## src/rtl/core/usdst_pkg.sv

```systemverilog
// widths, constants and calendar helpers for the us dst window check
package usdst_pkg;

  localparam int TS_W      = 34;
  localparam int WIN_W     = 35;
  localparam int HOUR_W    = 5;
  localparam int DAY_W     = 18;
  localparam int YOFF_W    = 11;
  localparam int CFG_IDX_W = 1;
  localparam int NSTG      = 8;

  typedef enum logic [CFG_IDX_W-1:0] {
    REG_START_HOUR,
    REG_END_HOUR
  } cfg_reg_t;

  localparam logic [HOUR_W-1:0] START_HOUR_RST = 5'd7;
  localparam logic [HOUR_W-1:0] END_HOUR_RST   = 5'd6;

  // seconds to days: drop 7 bits (/128), then multiply by ceil(2^37/675)
  localparam int                 DAY_SHIFT = 37;
  localparam logic [27:0]        DAY_RECIP = 28'd203613265;
  // day count to rough year offset, 2^26/365.2425
  localparam int                 YEAR_SHIFT = 26;
  localparam logic [17:0]        YEAR_RECIP = 18'd183737;
  // divide by 7, ceil(2^21/7)
  localparam int                 WK_SHIFT = 21;
  localparam logic [18:0]        WK_RECIP = 19'd299594;

  localparam logic [16:0]        SECS_DAY  = 17'd86400;
  localparam logic [11:0]        SECS_HOUR = 12'd3600;
  // days from march 1 / november 1 to january 1 of the next year
  localparam logic [DAY_W-1:0]   MAR1_BACK = 18'd306;
  localparam logic [DAY_W-1:0]   NOV1_BACK = 18'd61;
  // 1970-01-01 was a thursday
  localparam logic [DAY_W-1:0]   WK_PHASE  = 18'd4;

  // days from 1970-01-01 to january 1 of year 1970+n
  function automatic logic [DAY_W-1:0] days_before_year(input logic [YOFF_W-1:0] n);
    logic [23:0] p100;
    logic [23:0] p400;
    logic [19:0] acc;
    p100 = (24'(n) + 24'd69) * 24'd5243;
    p400 = (24'(n) + 24'd369) * 24'd5243;
    acc  = 20'(n) * 20'd365 + 20'((12'(n) + 12'd1) >> 2)
           - 20'(p100[23:19]) + 20'(p400[23:21]);
    return acc[DAY_W-1:0];
  endfunction

endpackage

```

## src/rtl/core/us_dst_window_check.sv

```systemverilog
// us dst window check: timestamp to year, march/november sunday boundaries, window flag
//
//  channel  | handshake                  | payload
//  ---------+----------------------------+---------------------------------------
//  cfg      | cfg_valid / cfg_ready      | cfg_index, cfg_data (hour registers)
//  item     | item_valid / item_ready    | epoch_seconds
//  result   | result_valid / result_ready| in_dst, window_start, window_end
//
// eight register stages, one transaction per cycle while result_ready holds;
// the stages follow the multiplier chain
// (seconds to days, days to year, weekday, days to seconds)
// each stage holds its own valid bit and advances when the next one is free,
// so bubbles close up while the result side stalls
// rst is synchronous: clears stage valid bits and loads hour reset values
// cfg_ready is always high; each write goes straight into its hour register
module us_dst_window_check (
  input  logic                               clk,
  input  logic                               rst,
  input  logic                               cfg_valid,
  output logic                               cfg_ready,
  input  logic [usdst_pkg::CFG_IDX_W-1:0]    cfg_index,
  input  logic [usdst_pkg::HOUR_W-1:0]       cfg_data,
  input  logic                               item_valid,
  output logic                               item_ready,
  input  logic [usdst_pkg::TS_W-1:0]         epoch_seconds,
  output logic                               result_valid,
  input  logic                               result_ready,
  output logic                               in_dst,
  output logic [usdst_pkg::WIN_W-1:0]        window_start,
  output logic [usdst_pkg::WIN_W-1:0]        window_end
);
  import usdst_pkg::*;

  // hour registers
  logic [HOUR_W-1:0] start_hour;
  logic [HOUR_W-1:0] end_hour;

  assign cfg_ready = 1'b1;

  always_ff @(posedge clk) begin
    if (rst) begin
      start_hour <= START_HOUR_RST;
      end_hour   <= END_HOUR_RST;
    end else if (cfg_valid) begin
      case (cfg_reg_t'(cfg_index))
        REG_START_HOUR: start_hour <= cfg_data;
        REG_END_HOUR:   end_hour   <= cfg_data;
        default: ;
      endcase
    end
  end

  // per-stage valid and ready chain
  logic [NSTG:1] vld;
  logic [NSTG:1] rdy;

  always_comb begin
    rdy[NSTG] = !vld[NSTG] || result_ready;
    for (int i = NSTG - 1; i >= 1; i--) begin
      rdy[i] = !vld[i] || rdy[i+1];
    end
  end

  assign item_ready = rdy[1];

  always_ff @(posedge clk) begin
    if (rst) begin
      vld <= '0;
    end else begin
      if (rdy[1]) vld[1] <= item_valid;
      for (int i = 2; i <= NSTG; i++) begin
        if (rdy[i]) vld[i] <= vld[i-1];
      end
    end
  end

  // timestamp rides along to the compare stage
  logic [TS_W-1:0] s1_t, s2_t, s3_t, s4_t, s5_t, s6_t, s7_t;

  // stage 1: seconds/128 times reciprocal of 675
  logic [54:0] s1_prod;
  always_ff @(posedge clk) begin
    if (rdy[1]) begin
      s1_t    <= epoch_seconds;
      s1_prod <= 55'(epoch_seconds[TS_W-1:7]) * 55'(DAY_RECIP);
    end
  end

  // stage 2: day count, then rough year offset product
  logic [DAY_W-1:0] s1_days;
  logic [DAY_W-1:0] s2_days;
  logic [35:0]      s2_yprod;
  assign s1_days = s1_prod[54:DAY_SHIFT];

  always_ff @(posedge clk) begin
    if (rdy[2]) begin
      s2_t     <= s1_t;
      s2_days  <= s1_days;
      s2_yprod <= 36'(s1_days) * 36'(YEAR_RECIP);
    end
  end

  // stage 3: january 1 of the estimated year and the two after it
  logic [YOFF_W-1:0] s2_yest;
  logic [DAY_W-1:0]  s3_days;
  logic [DAY_W-1:0]  s3_jan0, s3_jan1, s3_jan2;
  assign s2_yest = {1'b0, s2_yprod[35:YEAR_SHIFT]};

  always_ff @(posedge clk) begin
    if (rdy[3]) begin
      s3_t    <= s2_t;
      s3_days <= s2_days;
      s3_jan0 <= days_before_year(s2_yest);
      s3_jan1 <= days_before_year(s2_yest + YOFF_W'(1));
      s3_jan2 <= days_before_year(s2_yest + YOFF_W'(2));
    end
  end

  // stage 4: estimate may be one off either way; pick next january 1,
  // step back to march 1 and november 1, add weekday phase
  logic [DAY_W-1:0] s3_next_jan;
  logic [DAY_W-1:0] s4_xm, s4_xn;
  always_comb begin
    if (s3_days < s3_jan0) s3_next_jan = s3_jan0;
    else if (s3_days < s3_jan1) s3_next_jan = s3_jan1;
    else s3_next_jan = s3_jan2;
  end

  always_ff @(posedge clk) begin
    if (rdy[4]) begin
      s4_t  <= s3_t;
      s4_xm <= s3_next_jan - MAR1_BACK + WK_PHASE;
      s4_xn <= s3_next_jan - NOV1_BACK + WK_PHASE;
    end
  end

  // stage 5: divide-by-7 products
  logic [DAY_W-1:0] s5_xm, s5_xn;
  logic [36:0]      s5_pm, s5_pn;
  always_ff @(posedge clk) begin
    if (rdy[5]) begin
      s5_t  <= s4_t;
      s5_xm <= s4_xm;
      s5_xn <= s4_xn;
      s5_pm <= 37'(s4_xm) * 37'(WK_RECIP);
      s5_pn <= 37'(s4_xn) * 37'(WK_RECIP);
    end
  end

  // stage 6: weekday, forward to sunday; march gets one more week
  logic [DAY_W-1:0] s5_wdm, s5_wdn;
  logic [2:0]       s5_offm, s5_offn;
  logic [DAY_W-1:0] s6_sday, s6_eday;
  assign s5_wdm = s5_xm - DAY_W'(s5_pm[36:WK_SHIFT]) * DAY_W'(7);
  assign s5_wdn = s5_xn - DAY_W'(s5_pn[36:WK_SHIFT]) * DAY_W'(7);
  assign s5_offm = (s5_wdm[2:0] == 3'd0) ? 3'd0 : 3'd7 - s5_wdm[2:0];
  assign s5_offn = (s5_wdn[2:0] == 3'd0) ? 3'd0 : 3'd7 - s5_wdn[2:0];

  always_ff @(posedge clk) begin
    if (rdy[6]) begin
      s6_t    <= s5_t;
      s6_sday <= s5_xm - WK_PHASE + DAY_W'(7) + DAY_W'(s5_offm);
      s6_eday <= s5_xn - WK_PHASE + DAY_W'(s5_offn);
    end
  end

  // stage 7: boundaries in seconds
  logic [WIN_W-1:0] s7_ws, s7_we;
  always_ff @(posedge clk) begin
    if (rdy[7]) begin
      s7_t  <= s6_t;
      s7_ws <= WIN_W'(s6_sday) * WIN_W'(SECS_DAY) + WIN_W'(start_hour) * WIN_W'(SECS_HOUR);
      s7_we <= WIN_W'(s6_eday) * WIN_W'(SECS_DAY) + WIN_W'(end_hour) * WIN_W'(SECS_HOUR);
    end
  end

  // stage 8: window compare into the output register
  always_ff @(posedge clk) begin
    if (rdy[8]) begin
      in_dst       <= (WIN_W'(s7_t) >= s7_ws) && (WIN_W'(s7_t) < s7_we);
      window_start <= s7_ws;
      window_end   <= s7_we;
    end
  end

  assign result_valid = vld[NSTG];

  // year estimate never more than one below the true year
  assert property (@(posedge clk) disable iff (rst) vld[3] |-> s3_days < s3_jan2)
    else $error("year estimate out of range");

  // reciprocal divide by 7 leaves a true remainder
  assert property (@(posedge clk) disable iff (rst) vld[5] |-> (s5_wdm < 7 && s5_wdn < 7))
    else $error("weekday remainder out of range");

  // march boundary always precedes november boundary
  assert property (@(posedge clk) disable iff (rst) result_valid |-> window_start < window_end)
    else $error("window start not before window end");

  // a stalled stage keeps its transaction
  assert property (@(posedge clk) disable iff (rst) (vld[4] && !rdy[4]) |=> vld[4])
    else $error("stalled transaction dropped");

  // reset empties the pipeline
  assert property (@(posedge clk) rst |=> !result_valid)
    else $error("result valid after reset");

endmodule

```

## config.mk

```make
export PLATFORM = sky130hd
export DESIGN_NAME = us_dst_window_check
export DESIGN_NICKNAME = d
export VERILOG_FILES = /design/src/rtl/core/usdst_pkg.sv /design/src/rtl/core/us_dst_window_check.sv
export SDC_FILE = /design/constraint.sdc
export NUM_CORES = 2
export LEC_CHECK = 0
export ABC_AREA = 1
export BUFFER_PORTS_ARGS = -buffer_cell sky130_fd_sc_hd__buf_4
export CAP_MARGIN = 20
export CORE_ASPECT_RATIO = 0.75
export CORE_MARGIN = 10
export CORE_UTILIZATION = 25
export CTS_CLUSTER_DIAMETER = 40
export DETAILED_ROUTE_END_ITERATION = 16
export PLACE_DENSITY = 0.38
export SYNTH_ARGS = -nofsm -noshare
export SYNTH_HDL_FRONTEND = slang
export SYNTH_SLANG_ARGS = --single-unit
```

## constraint.sdc

```tcl
create_clock -name clk -period 13.4 [get_ports clk]
set_input_delay 1.34 -clock clk [delete_from_list [all_inputs] [get_ports clk]]
set_output_delay 1.34 -clock clk [all_outputs]
set_load 0.01 [all_outputs]
```

==> results.py <==
metrics = {
    "outcome": {
        "outcome": "finished clean",
    },
    "cts": {
        "hold_buffers": 0,
        "cts_setup_buffers": 0,
        "clk_latency_ns": 0.70,
        "root_buffer": "clkbuf_16",
        "cts_buffers": 88,
        "cts_buffer_depth": 3,
        "cts.sinks": 613,
        "post_cts_resize_count": 0,
        "clkSlewWorstSetupHoldPaths_ns": 0.07,
        "cts_tree": "done",
        "ctsHtreeMaxLevel": 3,
    },
    "sta": {
        "finalSetupViolations": 0,
        "post-route-period-util_pct": 87.8,
        "drv_slew": 0,
        "fin_crit_ns": 11.77,
        "finalClockSkew_ns": 0.0600,
        "holdWs_ns": 0.382,
        "fmax_mhz": 85.0,
        "hold_viol_final": 0,
        "tightest_slew_ns": 1.08,
        "rsz0062_at_grt": "false",
        "relSlewSlack_pct": 27.5,
        "tns_ns": 0,
    },
    "logic_synthesis": {
        "synth_cell_types": 64,
        "synthFlopType": "edfxtp_1",
        "ys_ff_latch": 613,
        "yosysMostFrequentCell": "inv_1",
        "synth_warnings": 0,
        "ys_seq_area_share_pct": 22.6,
        "avgSynthCellArea_um2": 9.78,
        "synthTopCellsByCount": "inv_1, ha_1, fa_1",
        "ys_async_sr_fraction_pct": 0,
        "synth_area_leaders": "ha_1, fa_1, edfxtp_1",
        "synth_top_area_share_pct": 25.2,
        "synth-edff-count": 595,
        "synth_cells": 8240,
        "synth.cell_area_um2": 80600,
        "synth_top_area_cell": "ha_1",
    },
    "setup_path": {
        "regToRegEndpoint": "s3_jan1[12]",
        "path_class": "register to register",
        "cp_slowest_cell": "fa_1",
        "cpMostUsedCell": "inv_1",
        "crit_fanout": 9,
        "cp-start-kind": "register",
        "ff2ff_setup_slack_ns": 1.63,
        "cp-end-kind": "register",
        "reg2reg_from": "s2_yprod[28]",
        "crit_path_max_incr_delay_ns": 0.60,
        "crit_required_ns": 13.82,
        "arrival_ns": 12.19,
        "reg2regPathDepth": 48,
    },
    "job": {
        "drv_cap": 0,
    },
    "placed_design": {
        "hpwl_um": 194000,
        "port_buffers": 109,
        "placed_cell_area_um2": 86800,
        "dp_cells": 12600,
        "gp_congestion": 0.871,
    },
    "worst_hold_path": {
        "hold_path_depth": 0,
        "min_from": "s1_t[15]",
        "hold_class": "register to register",
        "worstHoldEndpoint": "s2_t[15]",
    },
    "floorplanning": {
        "start_util_pct": 25.1,
        "io_pins": 119,
        "die_h_um": 512,
        "coreArea_um2": 321000,
        "rows": 180,
        "die-area_um2": 346000,
        "die_w_um": 676,
    },
    "route": {
        "drtIter0Drc": 2888,
        "drc": 0,
        "wl_per_cell_um": 17.5,
        "wl_um": 224000,
        "antenna_left": 0,
        "via_per_inst": 4.19,
        "dr.pass1.iters": 6,
        "vias": 53600,
    },
    "grt": {
        "antenna_found_initial": 24,
        "grt_pass1_vias": 56900,
        "grt_max_degree": 64,
        "grt-ovfl-total": 0,
        "grt_usage_pct": 13.0,
        "grt_pass1_wl_um": 350000,
    },
    "final_layout": {
        "n_antenna_cell": 0,
        "final_nets": 11000,
        "fin_area_um2": 89700,
        "drive_gt1_share_pct": 4.89,
        "syn_to_final_growth_pct": 11.3,
        "n_fill_cell": 34100,
        "instances_no_fill": 12800,
    },
}
-- critical path, delay by kind of cell, from the launching register on --
family                   cells  cell delay, ns
adder cells (fa/ha/maj)     13            5.63
buffers and inverters       11            1.14
XOR/XNOR                     4            1.07
AND/OR/NAND/NOR              9            0.83
AO/OA/AOI/OAI               11            2.23
flip-flops                   1            0.58
-- cell families after synthesis --
| kind of cell | share of synthesized area (%) |
|---|---|
| other cells | 0.00932 |
| compound gates | 5.47 |
| buf+inv | 10.7 |
| fa+ha+maj | 48.2 |
| xor+xnor | 4.02 |
| simple gates | 8.94 |
| flops | 22.6 |
-- sequential cells by signal, summed over array words and instances (netlist names), 31 cells and up --
| name | cells |
|---|---|
| window_start | 31 |
| s5_t | 34 |
| s7_we | 31 |
| s4_t | 34 |
| window_end | 31 |
| s6_t | 34 |
| s7_ws | 31 |
| s7_t | 34 |
| s1_t | 34 |
| s2_t | 34 |
| s3_t | 34 |
-- final cells by class --
type | count | area [µm²] | share of cell area, %
clock buffers | 95 | 2230 | 2.48
clock inverters | 63 | 633 | 0.706
inverters | 2246 | 8440 | 9.41
multi-input cells | 5356 | 53700 | 59.9
flip-flops and latches | 613 | 18200 | 20.3
well taps | 4277 | 5350 | 5.97
repair buffers | 146 | 1100 | 1.22
-- layout by cell type, fill, tap and decap left out, drive strengths merged, types with 31 or more instances in the layout --
cell type     n
inv        2254
ha         1625
nand2       945
fa          924
edfxtp      595
a21oi       387
nor2        337
xor2        252
nand3       211
o21ai       211
buf         146
xnor2       114
clkbuf       95
nand4        54
nor3         45
clkinv       38
a31oi        31
-- worst max-delay path by stage --
stage                             from           to  slack, ns  cells after the start
after floorplan           result_ready   item_ready       0.63                     14
after global placement    s2_yprod[28]  s3_jan1[12]       1.54                     48
after detailed placement  s2_yprod[28]  s3_jan1[12]       1.56                     48
after CTS                 s2_yprod[28]  s3_jan1[12]       1.54                     48
after global routing      s2_yprod[28]  s3_jan1[12]       0.71                     49
final                     s2_yprod[28]  s3_jan1[12]       1.63                     48
-- metal layers --
layer / share of wire [%] / up-vias / track usage (%)
li1: - / 26600 / -
met5: 0.024 / - / 0
met3: 5.3 / 168 / 2.46
met4: 1.2 / 8 / 1.59
met1: 54 / 26000 / 20.6
met2: 39 / 884 / 18.5
-- through the flow --
step / utilization (%) / setup WS (ns)
after detailed placement: 27.1 / 1.56
after global routing: 28.0 / 0.707
after global placement: 27.1 / 1.54
final: 28.0 / 1.63
after CTS: 28.0 / 1.54
after floorplan: - / 0.629
Power is not shown: default switching activity piles up to over one toggle a cycle in this logic, so the estimate is an artifact.
